## src/uje_pkg.sv

```systemverilog
// Shared types, codes and helpers for the UTF-8 JSON string escaper.
// Used by the front decoder, the command queue and the character serializer.
`default_nettype none

package uje_pkg;

    // Body codes: what follows the optional quote and the flushed raw bytes.
    localparam logic [2:0] BODY_NONE  = 3'd0;
    localparam logic [2:0] BODY_CLOSE = 3'd1;
    localparam logic [2:0] BODY_PAIR  = 3'd2;
    localparam logic [2:0] BODY_RAW   = 3'd3;
    localparam logic [2:0] BODY_UNIT1 = 3'd4;
    localparam logic [2:0] BODY_UNIT2 = 3'd5;

    localparam logic [7:0] CH_QUOTE = 8'h22;
    localparam logic [7:0] CH_BSL   = 8'h5C;
    localparam logic [7:0] CH_U     = 8'h75;

    // One command: the whole output of one accepted input transaction.
    typedef struct packed {
        logic        open_q;
        logic [1:0]  flush_cnt;
        logic [7:0]  flush2;
        logic [7:0]  flush1;
        logic [7:0]  flush0;
        logic [2:0]  body;
        logic [31:0] data;
    } t_cmd;

    // Lower-case hex digit of a nibble.
    function automatic logic [7:0] hex_char(input logic [3:0] nib);
        logic [7:0] c;
        if (nib < 4'd10) begin
            c = 8'h30 + {4'd0, nib};
        end else begin
            c = 8'h57 + {4'd0, nib};
        end
        return c;
    endfunction

endpackage

`default_nettype wire

```

## src/utf8_json_string_escaper_unit.sv

```systemverilog
// Top level of the UTF-8 to ASCII JSON string escaper.
// Instantiates uje_front, uje_cmd_fifo and uje_back; depends on uje_pkg.
//
//   Channel  Direction  Payload
//   s_axis   in         tdata = data_byte[7:0], tuser = func
//   m_axis   out        tdata = out_char[7:0], tlast = last_of_run, tuser = string_end
//
// An input transaction is taken every cycle while the two-entry command
// queue has room. The serializer emits one character per cycle while the
// receiver is ready; the sustained rate is set by the output text: zero to
// twelve characters per transaction. A command's first character goes from
// its queue entry into the output register. Reset is synchronous, active low,
// and empties the queue and the output register. Either side may stall freely.
`default_nettype none

module utf8_json_string_escaper_unit import uje_pkg::*; (
    input  wire logic       i_clk,
    input  wire logic       i_rst_n,
    input  wire logic       s_axis_tvalid,
    output logic            s_axis_tready,
    input  wire logic [7:0] s_axis_tdata,   // [7:0] data_byte
    input  wire logic       s_axis_tuser,   // [0] func
    output logic            m_axis_tvalid,
    input  wire logic       m_axis_tready,
    output logic [7:0]      m_axis_tdata,   // [7:0] out_char
    output logic            m_axis_tlast,
    output logic            m_axis_tuser    // [0] string_end
);

    logic accept;
    logic push;
    logic pop;
    logic full;
    logic empty;
    t_cmd cmd;
    t_cmd head;

    assign s_axis_tready = ~full;
    assign accept        = s_axis_tvalid & ~full;

    uje_front u_front (
        .i_clk    (i_clk),
        .i_rst_n  (i_rst_n),
        .i_accept (accept),
        .i_func   (s_axis_tuser),
        .i_byte   (s_axis_tdata),
        .o_push   (push),
        .o_cmd    (cmd)
    );

    uje_cmd_fifo u_fifo (
        .i_clk   (i_clk),
        .i_rst_n (i_rst_n),
        .i_push  (push),
        .i_cmd   (cmd),
        .i_pop   (pop),
        .o_full  (full),
        .o_empty (empty),
        .o_head  (head)
    );

    uje_back u_back (
        .i_clk   (i_clk),
        .i_rst_n (i_rst_n),
        .i_empty (empty),
        .i_head  (head),
        .o_pop   (pop),
        .o_valid (m_axis_tvalid),
        .i_ready (m_axis_tready),
        .o_char  (m_axis_tdata),
        .o_last  (m_axis_tlast),
        .o_end   (m_axis_tuser)
    );

endmodule

`default_nettype wire

```

## src/uje_front.sv

```systemverilog
// Front decoder: accepts string bytes, tracks UTF-8 sequences and emits one
// command per transaction that produces characters. Depends on uje_pkg.
`default_nettype none

module uje_front import uje_pkg::*; (
    input  wire logic       i_clk,
    input  wire logic       i_rst_n,
    input  wire logic       i_accept,
    input  wire logic       i_func,
    input  wire logic [7:0] i_byte,
    output logic            o_push,
    output t_cmd            o_cmd
);

    logic        r_inside, n_inside;
    logic [7:0]  r_pend [3];
    logic [7:0]  n_pend [3];
    logic [1:0]  r_pcnt, n_pcnt;
    logic [2:0]  r_elen, n_elen;
    logic [20:0] r_acc, n_acc;

    logic [20:0] acc_new;
    logic [20:0] v_off;
    logic        fresh;
    t_cmd        cmd;

    assign acc_new = {r_acc[14:0], i_byte[5:0]};
    assign v_off   = acc_new - 21'h10000;

    // Next-state and command generation for one transaction.
    always_comb begin
        n_inside = r_inside;
        n_pend   = r_pend;
        n_pcnt   = r_pcnt;
        n_elen   = r_elen;
        n_acc    = r_acc;
        fresh    = 1'b0;

        cmd.open_q    = ~r_inside;
        cmd.flush_cnt = 2'd0;
        cmd.flush0    = r_pend[0];
        cmd.flush1    = r_pend[1];
        cmd.flush2    = r_pend[2];
        cmd.body      = BODY_NONE;
        cmd.data      = 32'd0;

        if (i_accept) begin
            n_inside = 1'b1;
            if (i_func) begin
                // End of string: flush a truncated sequence, then close.
                cmd.flush_cnt = r_pcnt;
                cmd.body      = BODY_CLOSE;
                n_inside      = 1'b0;
                n_pcnt        = 2'd0;
                n_elen        = 3'd0;
                n_acc         = 21'd0;
            end else if (r_elen != 3'd0 && i_byte[7:6] == 2'b10) begin
                if ({1'b0, r_pcnt} + 3'd1 >= r_elen) begin
                    // Sequence complete: one unit or a surrogate pair.
                    if (acc_new >= 21'h10000) begin
                        cmd.body = BODY_UNIT2;
                        cmd.data = {6'b110111, v_off[9:0],
                                    16'hD800 + {5'd0, v_off[20:10]}};
                    end else begin
                        cmd.body = BODY_UNIT1;
                        cmd.data = {16'd0, acc_new[15:0]};
                    end
                    n_pcnt = 2'd0;
                    n_elen = 3'd0;
                    n_acc  = 21'd0;
                end else begin
                    if (r_pcnt != 2'd3) begin
                        n_pend[r_pcnt] = i_byte;
                    end
                    n_pcnt = r_pcnt + 2'd1;
                    n_acc  = acc_new;
                end
            end else begin
                // A broken sequence is flushed raw before the byte is handled.
                if (r_elen != 3'd0) begin
                    cmd.flush_cnt = r_pcnt;
                    n_pcnt        = 2'd0;
                    n_elen        = 3'd0;
                    n_acc         = 21'd0;
                end
                fresh = 1'b1;
            end

            if (fresh) begin
                if (i_byte == CH_QUOTE || i_byte == CH_BSL) begin
                    cmd.body = BODY_PAIR;
                    cmd.data = {24'd0, i_byte};
                end else if (i_byte == 8'h0A) begin
                    cmd.body = BODY_PAIR;
                    cmd.data = {24'd0, 8'h6E};
                end else if (i_byte == 8'h0D) begin
                    cmd.body = BODY_PAIR;
                    cmd.data = {24'd0, 8'h72};
                end else if (i_byte == 8'h09) begin
                    cmd.body = BODY_PAIR;
                    cmd.data = {24'd0, 8'h74};
                end else if (i_byte == 8'h08) begin
                    cmd.body = BODY_PAIR;
                    cmd.data = {24'd0, 8'h62};
                end else if (i_byte == 8'h0C) begin
                    cmd.body = BODY_PAIR;
                    cmd.data = {24'd0, 8'h66};
                end else if (i_byte < 8'h20) begin
                    cmd.body = BODY_UNIT1;
                    cmd.data = {24'd0, i_byte};
                end else if (i_byte < 8'h80) begin
                    cmd.body = BODY_RAW;
                    cmd.data = {24'd0, i_byte};
                end else if (i_byte[7:5] == 3'b110) begin
                    n_pend[0] = i_byte;
                    n_pcnt    = 2'd1;
                    n_elen    = 3'd2;
                    n_acc     = {16'd0, i_byte[4:0]};
                end else if (i_byte[7:4] == 4'b1110) begin
                    n_pend[0] = i_byte;
                    n_pcnt    = 2'd1;
                    n_elen    = 3'd3;
                    n_acc     = {17'd0, i_byte[3:0]};
                end else if (i_byte[7:3] == 5'b11110) begin
                    n_pend[0] = i_byte;
                    n_pcnt    = 2'd1;
                    n_elen    = 3'd4;
                    n_acc     = {18'd0, i_byte[2:0]};
                end else begin
                    cmd.body = BODY_RAW;
                    cmd.data = {24'd0, i_byte};
                end
            end
        end
    end

    assign o_cmd  = cmd;
    assign o_push = i_accept &
                    (cmd.open_q | (cmd.flush_cnt != 2'd0) | (cmd.body != BODY_NONE));

    // Control state.
    always_ff @(posedge i_clk) begin
        if (!i_rst_n) begin
            r_inside <= 1'b0;
            r_pcnt   <= 2'd0;
            r_elen   <= 3'd0;
            r_acc    <= 21'd0;
        end else begin
            r_inside <= n_inside;
            r_pcnt   <= n_pcnt;
            r_elen   <= n_elen;
            r_acc    <= n_acc;
        end
    end

    // Buffered sequence bytes, valid only below the fill count.
    always_ff @(posedge i_clk) begin
        r_pend <= n_pend;
    end

endmodule

`default_nettype wire

```

## src/uje_cmd_fifo.sv

```systemverilog
// Two-entry command queue between the front decoder and the serializer.
// Depends on uje_pkg for the command type.
`default_nettype none

module uje_cmd_fifo import uje_pkg::*; (
    input  wire logic i_clk,
    input  wire logic i_rst_n,
    input  wire logic i_push,
    input  wire t_cmd i_cmd,
    input  wire logic i_pop,
    output logic      o_full,
    output logic      o_empty,
    output t_cmd      o_head
);

    t_cmd       r_mem [2];
    logic       r_wp;
    logic       r_rp;
    logic [1:0] r_cnt;

    assign o_full  = (r_cnt == 2'd2);
    assign o_empty = (r_cnt == 2'd0);
    assign o_head  = r_mem[r_rp];

    // Pointers and fill count.
    always_ff @(posedge i_clk) begin
        if (!i_rst_n) begin
            r_wp  <= 1'b0;
            r_rp  <= 1'b0;
            r_cnt <= 2'd0;
        end else begin
            if (i_push) begin
                r_wp <= ~r_wp;
            end
            if (i_pop) begin
                r_rp <= ~r_rp;
            end
            r_cnt <= r_cnt + {1'b0, i_push} - {1'b0, i_pop};
        end
    end

    // Entry storage.
    always_ff @(posedge i_clk) begin
        if (i_push) begin
            r_mem[r_wp] <= i_cmd;
        end
    end

endmodule

`default_nettype wire

```

## src/uje_back.sv

```systemverilog
// Serializer: walks the head command one character per cycle, while the output
// is not stalled, into an output register. Depends on uje_pkg.
`default_nettype none

module uje_back import uje_pkg::*; (
    input  wire logic       i_clk,
    input  wire logic       i_rst_n,
    input  wire logic       i_empty,
    input  wire t_cmd       i_head,
    output logic            o_pop,
    output logic            o_valid,
    input  wire logic       i_ready,
    output logic [7:0]      o_char,
    output logic            o_last,
    output logic            o_end
);

    logic       r_valid;
    logic [7:0] r_char;
    logic       r_last;
    logic       r_end;
    logic [3:0] r_idx;

    logic       load;
    logic [3:0] body_len;
    logic [3:0] total;
    logic [3:0] j;
    logic [3:0] m;
    logic [3:0] r6;
    logic [15:0] unit;
    logic [7:0] ch;
    logic       is_end;
    logic       is_last;

    assign load = ~i_empty & (~r_valid | i_ready);

    // Length of the body part.
    always_comb begin
        unique case (i_head.body)
            BODY_CLOSE: body_len = 4'd1;
            BODY_PAIR:  body_len = 4'd2;
            BODY_RAW:   body_len = 4'd1;
            BODY_UNIT1: body_len = 4'd6;
            BODY_UNIT2: body_len = 4'd12;
            default:    body_len = 4'd0;
        endcase
    end

    assign total   = {3'd0, i_head.open_q} + {2'd0, i_head.flush_cnt} + body_len;
    assign is_last = (r_idx == total - 4'd1);
    assign j       = r_idx - {3'd0, i_head.open_q};
    assign m       = j - {2'd0, i_head.flush_cnt};
    assign r6      = (m >= 4'd6) ? m - 4'd6 : m;
    assign unit    = (m >= 4'd6) ? i_head.data[31:16] : i_head.data[15:0];

    // Character at the current position of the head command.
    always_comb begin
        ch     = CH_QUOTE;
        is_end = 1'b0;
        if (i_head.open_q && r_idx == 4'd0) begin
            ch = CH_QUOTE;
        end else if (j < {2'd0, i_head.flush_cnt}) begin
            case (j[1:0])
                2'd0:    ch = i_head.flush0;
                2'd1:    ch = i_head.flush1;
                default: ch = i_head.flush2;
            endcase
        end else begin
            unique case (i_head.body)
                BODY_CLOSE: begin
                    ch     = CH_QUOTE;
                    is_end = 1'b1;
                end
                BODY_PAIR: begin
                    ch = (m == 4'd0) ? CH_BSL : i_head.data[7:0];
                end
                BODY_RAW: begin
                    ch = i_head.data[7:0];
                end
                BODY_UNIT1, BODY_UNIT2: begin
                    case (r6)
                        4'd0:    ch = CH_BSL;
                        4'd1:    ch = CH_U;
                        4'd2:    ch = hex_char(unit[15:12]);
                        4'd3:    ch = hex_char(unit[11:8]);
                        4'd4:    ch = hex_char(unit[7:4]);
                        default: ch = hex_char(unit[3:0]);
                    endcase
                end
                default: ch = CH_QUOTE;
            endcase
        end
    end

    assign o_pop = load & is_last;

    // Output register and position counter.
    always_ff @(posedge i_clk) begin
        if (!i_rst_n) begin
            r_valid <= 1'b0;
            r_idx   <= 4'd0;
        end else begin
            if (load) begin
                r_valid <= 1'b1;
                r_idx   <= is_last ? 4'd0 : r_idx + 4'd1;
            end else if (i_ready) begin
                r_valid <= 1'b0;
            end
        end
    end

    // Output payload.
    always_ff @(posedge i_clk) begin
        if (load) begin
            r_char <= ch;
            r_last <= is_last;
            r_end  <= is_end;
        end
    end

    assign o_valid = r_valid;
    assign o_char  = r_char;
    assign o_last  = r_last;
    assign o_end   = r_end;

endmodule

`default_nettype wire

```

## config.mk

```make
export PLATFORM = sky130hd
export DESIGN_NAME = utf8_json_string_escaper_unit
export DESIGN_NICKNAME = d
export VERILOG_FILES = /design/src/uje_pkg.sv /design/src/utf8_json_string_escaper_unit.sv /design/src/uje_front.sv /design/src/uje_cmd_fifo.sv /design/src/uje_back.sv
export SDC_FILE = /design/constraint.sdc
export NUM_CORES = 1
export LEC_CHECK = 0
export ABC_CLOCK_PERIOD_IN_PS = 12100
export BUFFER_PORTS_ARGS = -buffer_cell sky130_fd_sc_hd__buf_2
export CORE_AREA = 2 2 135 137
export CTS_BUF_LIST = sky130_fd_sc_hd__clkbuf_8
export DETAILED_ROUTE_END_ITERATION = 12
export DIE_AREA = 0 0 137 139
export PLACE_DENSITY = 0.74
export REMOVE_ABC_BUFFERS = 1
export SETUP_SLACK_MARGIN = 0.15
export SLEW_MARGIN = 20
export SYNTH_ARGS = -nofsm -noshare
export SYNTH_HDL_FRONTEND = slang
export SYNTH_HIERARCHICAL = 1
export SYNTH_SLANG_ARGS = --single-unit
export TNS_END_PERCENT = 10
```

## constraint.sdc

```tcl
create_clock -name i_clk -period 12.1 [get_ports i_clk]
set_input_delay 2.42 -clock i_clk [delete_from_list [all_inputs] [get_ports i_clk]]
set_output_delay 2.42 -clock i_clk [all_outputs]
set_load 0.05 [all_outputs]
```

# Word-level counts from Yosys, hierarchy flattened
# Memories as Yosys holds them, arrays and structs flattened. A register that Yosys moved wholly into a read port is not among the register bits.
# Cells that the tools add are included.
[totals]
inputBits = 13
output_inout_bits = 12
mem_count = 1
mem_bits_rw = 124
word_cells = 219
latchBits = 0
reg_bits = 70
rom_bits = 0
[classes]
add_sub_neg = 21
mul = 0
n_reduce_logical = 17
n_shift = 0
n_lt_le_gt_ge = 12
bitwise_logic = 16
n_mux = 113
n_eq_ne = 24
div = 0
[memory_table]
columns = ["name", "words", "word_bits", "rd", "rd_ports_with_merged_regs", "write_ports", "line", "rtl"]
rows = [
  ["u_fifo.r_mem", 2, 62, 1, 1, 1, "uje_cmd_fifo.sv:16", "t_cmd r_mem [2];"],
]
[op_table]
columns = ["cell", "n"]
rows = [
  ["$mux 35", 15],
  ["$mux 21", 16],
  ["$mux 8", 19],
  ["$mux 24", 4],
  ["$mux 3", 17],
  ["$eq 8x4->1 const B", 5],
  ["$mux 2", 20],
  ["$pmux 8 s5", 1],
  ["$mux 33", 1],
  ["$add 7x4->8 const A", 4],
  ["$mux 32", 1],
  ["$add 6x4->7 const A", 4],
  ["$bwmux 24", 1],
  ["$pmux 8 s3", 1],
  ["$ge 21x17->1 const B", 1],
  ["$sub 21x17->21 const B", 1],
  ["$add 15x12->16 const A", 1],
  ["$demux 8 s2", 1],
  ["$lt 4x4->1 const B", 4],
  ["$mux 16", 1],
  ["$pmux 4 s4", 1],
  ["$pmux 8 s2", 1],
  ["$logic_not 4->1", 3],
  ["$mux 1", 11],
  ["44 further kinds", 69],
]

# Depth between registers and ports, before layout
# Gate-level depths: netlist (run 1).
[logic_depth]
ltp_word = 24
mapped_depth = 20
mapped_depth_nobuf = 17

# Hierarchy
# Netlist (run 1), hierarchy kept.
[by_module_without_submodules]
columns = ["module", "instances", "area_per_inst_um2", "cells_each"]
rows = [
  ["uje_cmd_fifo", 1, 5003.5, 214],
  ["uje_front", 1, 2940.3, 329],
  ["uje_back", 1, 2483.6, 314],
  ["utf8_json_string_escaper_unit", 1, 10.0, 2],
]

# Least setup slack after synthesis (run 1)
# No wires, ideal clock.
[synth_path]
kind = "in2reg"
from = "in s_axis_tvalid"
to = "mem u_fifo/r_mem[0][0] (netlist name) (enable)"
path_stages = 6
required_time_ns = 11.609
t_arrival_ns = 6.650
setup_time_ns = 0.491
path_slack_ns = 4.960
path_cell_list = "nor2b_1 > clkbuf_1 > nand2_1 > a21oi_1 > o31a_1 > nor2b_1"
[synth_lines]
columns = ["element", "line", "rtl"]
rows = [
  ["start: declaration", "utf8_json_string_escaper_unit.sv:19", "input wire logic s_axis_tvalid,"],
  ["end: declaration", "uje_cmd_fifo.sv:16", ""],
]

==> metrics, run 1 <==
number of synthesized flops with an enable pin 158; transition time of the tightest slew-check pin 0.8342 ns; cell area power density 241.3 nW/um2; part of the cycle the worst path needs 45.50%; logic depth of the worst register-to-register path 16; Synth cell types 86; number of levels in the clock H-tree 4; tightest slew margin relative to the limit 44.34%; CTS tree built; class of the tightest hold or removal check flop to flop; placement-stage worst setup slack 6.621 ns; Post-DP HPWL 15,890 um; clock latency of the later-clocked register in the worst-skew pair 0.45 ns; total wire length after detailed routing 22,320 um; endpoints failing setup 0; final period demand of the worst path 5.506 ns; clk buf depth 2; vias in the first global route 6,628; router iterations before antenna repair 5; starting utilization of the core area 59.11%; number of placed I/O pins 25; height of the die 139 um; Required @ worst endpoint 12.31 ns; Pleak 0.003987 uW; Post-CTS Hold Fix Bufs 0; Fin Clk Skew 0.01171 ns; amount of wire on met3 after detailed routing 1320 um; final antenna diode count 0; share of the synthesized area in the top cell type 45.46%; final layout net count 905; critical path endpoint category flop; share of synthesized registers carrying an async set or reset 0%; residual antenna-violating net count after detailed routing 0; total negative setup slack 0 ns; mean number of vias per cell 6.185; most frequent standard cell in the layout excluding fill and tap cells edfxtp_1; Port Buffers 24; count of cells along the worst hold path 0; commonest cells after routing, fill and taps aside edfxtp_1, nor2_1, mux2_4, a21oi_1, nand2_1; Top Layer Used met4; quantity of gates resized following cts 0; synth top area cells edfxtp_1, mux2_4, dfxtp_1, ha_1, mux2i_1; post-placement cell count 1,073; final estimated routing congestion in global placement 0.9214; yosys warns 6; via total after detailed routing 6,834; startpoint kind of the worst setup timing path flop; part of the Yosys area used for sequential elements 51.40%; clock sink count 189; critical setup path kind flop to flop; Chip Width 137 um; number of placement rows 49; result of the run finished, final reports clean; global-route wire length before repair 35,780 um; Met1 Routed Length 9936 um; fraction of layout cells with a size suffix above 1 17.24%; Finished Core Util 61.95%; average detailed-routed wire length per instance 20.20 um; mean instance size in the synthesized netlist 12.15 um2; Worst Path Max Fanout 25; die outline area 19,040 um2; post-route non-filler standard cell count 1,105; post-synthesis to final-layout area growth 4.795%; worst vdd ir 0.2654 mV; Root Driver clkbuf_8; clock slew seen by the registers of the worst setup and hold paths 0.09 ns; maximum frequency from static timing analysis 181.6 MHz; flip-flop cell with the highest count after synthesis edfxtp_1; maximum capacitance violations 0; power consumption 2639 uW; largest area contributor in the synthesized netlist edfxtp_1; setup repair after global routing missed its margin no; FF+latch count, synth 189; arrival time at the worst endpoint 5.72 ns; Post-Syn Instances 859; number of buffers added by the clock tree synthesis step 17; met2 routed WL 10,580 um; number of antenna violations at the first check in global routing 0; netlist area before placement 10,440 um2; number of hold violations in the final report 0; Detailed Route Iter0 Violations 712; fill count 1,374; DRC violation count after routing 0; Std-Cell Core Area 17,660 um2; post-CTS repair timing setup buffer count 0; GR Overflow Total 0; final slew viol count 0; pin count of the biggest net entering global routing 64; worst setup margin 6.594 ns; total routing usage reported by global routing 24.45%
layout make-up:
class | count | area, um2 | area share, %
Sequential cell | 189 | 5369 | 49.08
Multi-Input combinational cell | 590 | 4607 | 42.12
Tap cell | 229 | 286.5 | 2.620
Clock buffer | 17 | 234.0 | 2.139
Timing Repair Buffer | 32 | 180.2 | 1.647
Clock inverter | 15 | 137.6 | 1.258
Inverter | 33 | 123.9 | 1.132
worst max-delay path, stage by stage, from the launching register on:
cell and delay, ns:
dfxtp_4 0.66, mux2_2 0.44, ha_1 0.25, ha_1 0.39
inv_1 0.31, ha_1 0.30, nor2b_1 0.15, nor3_4 0.27
xor2_2 0.70, nand2_2 0.43, mux2i_1 0.25, ha_1 0.22
inv_1 0.05, a211oi_1 0.04, o311ai_0 0.36, o2111ai_1 0.18
a32o_1 0.26
sequential cells by signal, summed over array words and instances, names as in the netlist, 2 cells and up, named ones only:
signal / cells
u_back/o_char: 8
u_fifo/r_cnt: 2
u_front/o_cmd: 8
u_fifo/r_mem: 124
u_front/r_acc: 15
u_front/r_elen: 3
u_back/r_idx: 4
u_front/r_pcnt: 2
synthesized netlist by cell type, types with 13 or more instances:
cell,n
mux2i_1,30
edfxtp_1,158
a21oi_1,47
mux2_4,61
o21ai_0,30
ha_1,27
nand3_1,14
and2_1,22
o21ai_1,13
nand2b_1,16
inv_1,33
nand2_1,46
nor2_1,61
dfxtp_1,31
clkbuf_1,21
a31oi_1,14
nor2b_1,15
power by group:
group | switching (uW) | total (uW) | internal [uW]
logic | 858 | 1390 | 533
registers | 46.1 | 856 | 810
clock network | 226 | 393 | 166
routing by layer:
layer | GRT usage (%) | vias to the layer above
met5 | 0 | -
met4 | 8.085 | 0
met3 | 4.678 | 32
met2 | 37.78 | 287
met1 | 34.79 | 3293
li1 | - | 3222
cell families after synthesis:
family / synth area share [%]
XOR/XNOR: 2.853
AO/OA/AOI/OAI: 12.43
AND/OR/NAND/NOR: 12.77
flip-flops: 51.40
other: 0.03593
multiplexers: 12.30
adder cells (fa/ha/maj): 3.620
buffers and inverters: 4.591
per-stage QoR:
| step | cell area (um2) | hold WS, ns |
|---|---|---|
| 2_1_floorplan | 10080 | 0.4215 |
| 3_3_place_gp | 10560 | 0.4257 |
| 3_5_place_dp | 10560 | 0.4387 |
| 4_1_cts | 10940 | 0.4612 |
| 5_1_grt | 10940 | 0.4819 |
| 6_report | 10940 | 0.4625 |
worst paths after layout:
check                        end  slack, ns
max             u_back/o_char[4]       6.59
min          u_fifo/r_mem[0][45]       0.46
max reg2reg     u_back/o_char[4]       6.59
min reg2reg  u_fifo/r_mem[0][45]       0.46
(Power assumes the default switching activity.)
==> run 2: changes to the inputs <==
--- a/config.mk
+++ b/config.mk
@@ -5,13 +5,13 @@
 export SDC_FILE = /design/constraint.sdc
 export NUM_CORES = 1
 export LEC_CHECK = 0
-export ABC_CLOCK_PERIOD_IN_PS = 12100
+export ABC_CLOCK_PERIOD_IN_PS = 4600
 export BUFFER_PORTS_ARGS = -buffer_cell sky130_fd_sc_hd__buf_2
-export CORE_AREA = 2 2 135 137
+export CORE_AREA = 2 2 137 139
 export CTS_BUF_LIST = sky130_fd_sc_hd__clkbuf_8
 export DETAILED_ROUTE_END_ITERATION = 12
-export DIE_AREA = 0 0 137 139
-export PLACE_DENSITY = 0.74
+export DIE_AREA = 0 0 139 141
+export PLACE_DENSITY = 0.75
 export REMOVE_ABC_BUFFERS = 1
 export SETUP_SLACK_MARGIN = 0.15
 export SLEW_MARGIN = 20
==> constraint.sdc (replaced) <==
create_clock -name i_clk -period 4.6 [get_ports i_clk]
set_input_delay 0.92 -clock i_clk [delete_from_list [all_inputs] [get_ports i_clk]]
set_output_delay 0.92 -clock i_clk [all_outputs]
set_load 0.05 [all_outputs]
==> run 2 against run 1 <==
  * Via count is 1.9% higher
  * Fmax is 27% higher
  * Non-clock buffer count is 16 higher
  * Final cell count is 1.9% higher
  * Sequential cell count stayed put
  * Critical path depth is 2 higher
  * Worst hold slack worse by 0.0074 ns
  * Critical endpoint is now u_back/o_char[2]
==> metrics, run 2 (same netlist as run 1, synthesis figures left out) <==
result of the run finished, final reports clean (unchanged); Post-DP HPWL 15,710 um (was 15,890 um); commonest cells after routing, fill and taps aside edfxtp_1, nor2_1, mux2_4, a21oi_1, nand2_1 (unchanged); final estimated routing congestion in global placement 0.9318 (was 0.9214); CTS tree built (unchanged); cell area power density 655.8 nW/um2 (was 241.3 nW/um2); number of placement rows 50 (was 49); Buf/Inv on CP 2 (unchanged); end of the worst register-to-register path u_back/o_char[2] (was u_back/o_char[4]); worst vdd ir 0.5337 mV (was 0.2654 mV); pin count of the biggest net entering global routing 62 (was 64); maximum frequency from static timing analysis 230.2 MHz (was 181.6 MHz); most frequent standard cell in the layout excluding fill and tap cells edfxtp_1 (unchanged); Post-CTS Hold Fix Bufs 0 (unchanged); total routing usage reported by global routing 23.69% (was 24.45%); Crit-path slowest cell ha_1 (was xor2_2); area post-placement 10,700 um2 (was 10,560 um2); GR Overflow Total 0 (unchanged); endpoints failing setup 0 (unchanged); met1 demand-to-capacity share in global routing 32.62% (was 34.79%); arrival time at the worst endpoint 4.64 ns (was 5.72 ns); global-route wire length before repair 36,290 um (was 35,780 um); Finished Core Util 61.02% (was 61.95%); fill count 1,462 (was 1,374); final antenna diode count 0 (unchanged); startpoint kind of the worst setup timing path flop (unchanged); critical path endpoint category flop (unchanged); critical setup path kind flop to flop (unchanged); number of placed I/O pins 25 (unchanged); count of cells along the worst hold path 0 (unchanged); average detailed-routed wire length per instance 20.20 um (about the same); class of the tightest hold or removal check flop to flop (unchanged); clock latency of the later-clocked register in the worst-skew pair 0.46 ns (was 0.45 ns); Fin Clk Skew 0.01277 ns (was 0.01171 ns); Chip Width 139 um (was 137 um); final slew viol count 0 (unchanged); residual antenna-violating net count after detailed routing 0 (unchanged); Detailed Route Iter0 Violations 731 (was 712); final layout net count 921 (was 905); clock sink count 189 (unchanged); via total after detailed routing 6,962 (was 6,834); mean number of vias per cell 6.183 (was 6.185); Std-Cell Core Area 18,270 um2 (was 17,660 um2); final design area excluding fillers 11,150 um2 (was 10,940 um2); placement-stage worst setup slack 0.2996 ns (was 6.621 ns); Largest register FFs 124 (unchanged); router iterations before antenna repair 5 (unchanged); transition time of the tightest slew-check pin 0.7763 ns (was 0.8342 ns); part of the cycle the worst path needs 94.45% (was 45.50%); tightest slew margin relative to the limit 47.90% (was 44.34%); clock slew seen by the registers of the worst setup and hold paths 0.10 ns (was 0.09 ns); clk buf depth 2 (unchanged); Worst Path Max Fanout 10 (was 25); Root Driver clkbuf_8 (unchanged); starting utilization of the core area 57.14% (was 59.11%); total negative setup slack 0 ns (unchanged); Slowest Stage Delay on Critical Path 0.41 ns (was 0.70 ns); number of antenna violations at the first check in global routing 0 (unchanged); number of buffers added by the clock tree synthesis step 17 (unchanged); worst hold slack across all endpoints 0.4551 ns (was 0.4625 ns); post-synthesis to final-layout area growth 6.797% (was 4.795%); most utilized layer in the global route result met2 (unchanged); die outline area 19,600 um2 (was 19,040 um2); reg2reg setup slack 0.26 ns (was 6.59 ns); vias in the first global route 6,782 (was 6,628); destination of the worst hold path u_fifo/r_mem[1][49] (was u_fifo/r_mem[0][45]); Port Buffers 24 (unchanged); total wire length after detailed routing 22,740 um (was 22,320 um); worst setup margin 0.2553 ns (was 6.594 ns); logic depth of the worst register-to-register path 18 (was 16); fraction of layout cells with a size suffix above 1 18.83% (was 17.24%); setup repair after global routing missed its margin yes (was no); critical path's top delay family adder cells (unchanged); met2 Use GR 37.59% (was 37.78%); Required @ worst endpoint 4.89 ns (was 12.31 ns); height of the die 141 um (was 139 um); number of hold violations in the final report 0 (unchanged); Critical Path, Cell by Cell mux2_2 > ha_1 > ha_1 > inv_1 > ha_1 > nor2b_1 > nor3_4 > xnor2_4 > a21oi_4 > buf_4 > mux2i_1 > ha_1 > a21oi_1 > a31oi_1 > mux2i_1 > o211ai_1 > a21oi_1 > a21oi_1 (was mux2_2 > ha_1 > ha_1 > inv_1 > ha_1 > nor2b_1 > nor3_4 > xor2_2 > nand2_2 > mux2i_1 > ha_1 > inv_1 > a211oi_1 > o311ai_0 > o2111ai_1 > a32o_1); number of levels in the clock H-tree 4 (unchanged); top flop regs u_fifo/r_mem x124, u_front/r_acc x15 (unchanged); final period demand of the worst path 4.345 ns (was 5.506 ns); Pleak 0.004107 uW (was 0.003987 uW); maximum capacitance violations 0 (unchanged); largest register by flop count u_fifo/r_mem (unchanged); DRC violation count after routing 0 (unchanged); cell repeated most along the worst path ha_1 (unchanged); GR Util met3 4.042% (was 4.678%)
==> run 2: final cells by class <==
cell class / instances / area [um2] / area share (%)
sequential: 189 / 5369 / 48.16
clock inverter: 15 / 202.7 / 1.818
tap: 234 / 292.8 / 2.627
inverter: 33 / 123.9 / 1.111
timing repair buffer: 48 / 320.3 / 2.874
clock buffer: 17 / 234.0 / 2.099
multi-input combinational: 590 / 4604 / 41.31
==> run 2: how the worst max path moves through the flow <==
stage | startpoint | endpoint | slack, ns | cells past startpoint
2_1_floorplan | flop | u_back/o_char[4] | -2.06 | 16
3_3_place_gp | flop | u_back/o_char[2] | 0.48 | 17
3_5_place_dp | flop | u_back/o_char[2] | 0.30 | 18
4_1_cts | flop | u_back/o_char[2] | 0.25 | 18
5_1_grt | flop | u_fifo/r_cnt[1] | 0.06 | 18
6_report | flop | u_back/o_char[2] | 0.26 | 18
==> run 2: power by group <==
part	leakage (uW)	internal [uW]	switching, uW	total [uW]
logic	0.00213	1560	2350	3910
registers	0.00175	2130	91.3	2220
clock network	0.000224	558	620	1180
total	0.00411	4240	3070	7310
==> run 2: per-stage QoR <==
| step | std cells | total power (uW) |
|---|---|---|
| after detailed placement | 1093 | 6063 |
| final | 1126 | 7311 |
| after floorplan | 812 | 5079 |
| after global routing | 1126 | 7747 |
| after global placement | 1093 | 6004 |
| after CTS | 1125 | 7248 |
==> run 2: repair_timing <==
item                       in CTS  in global routing
buffers inserted                0                  1
resized for setup               0                  2
setup endpoints to repair       0                  4
==> run 2: metal layers <==
layer | share of wire, % | routed length, um
met5 | 0 | 0
met4 | 2.6 | 587
met3 | 6.7 | 1515
met2 | 47 | 10780
met1 | 43 | 9857
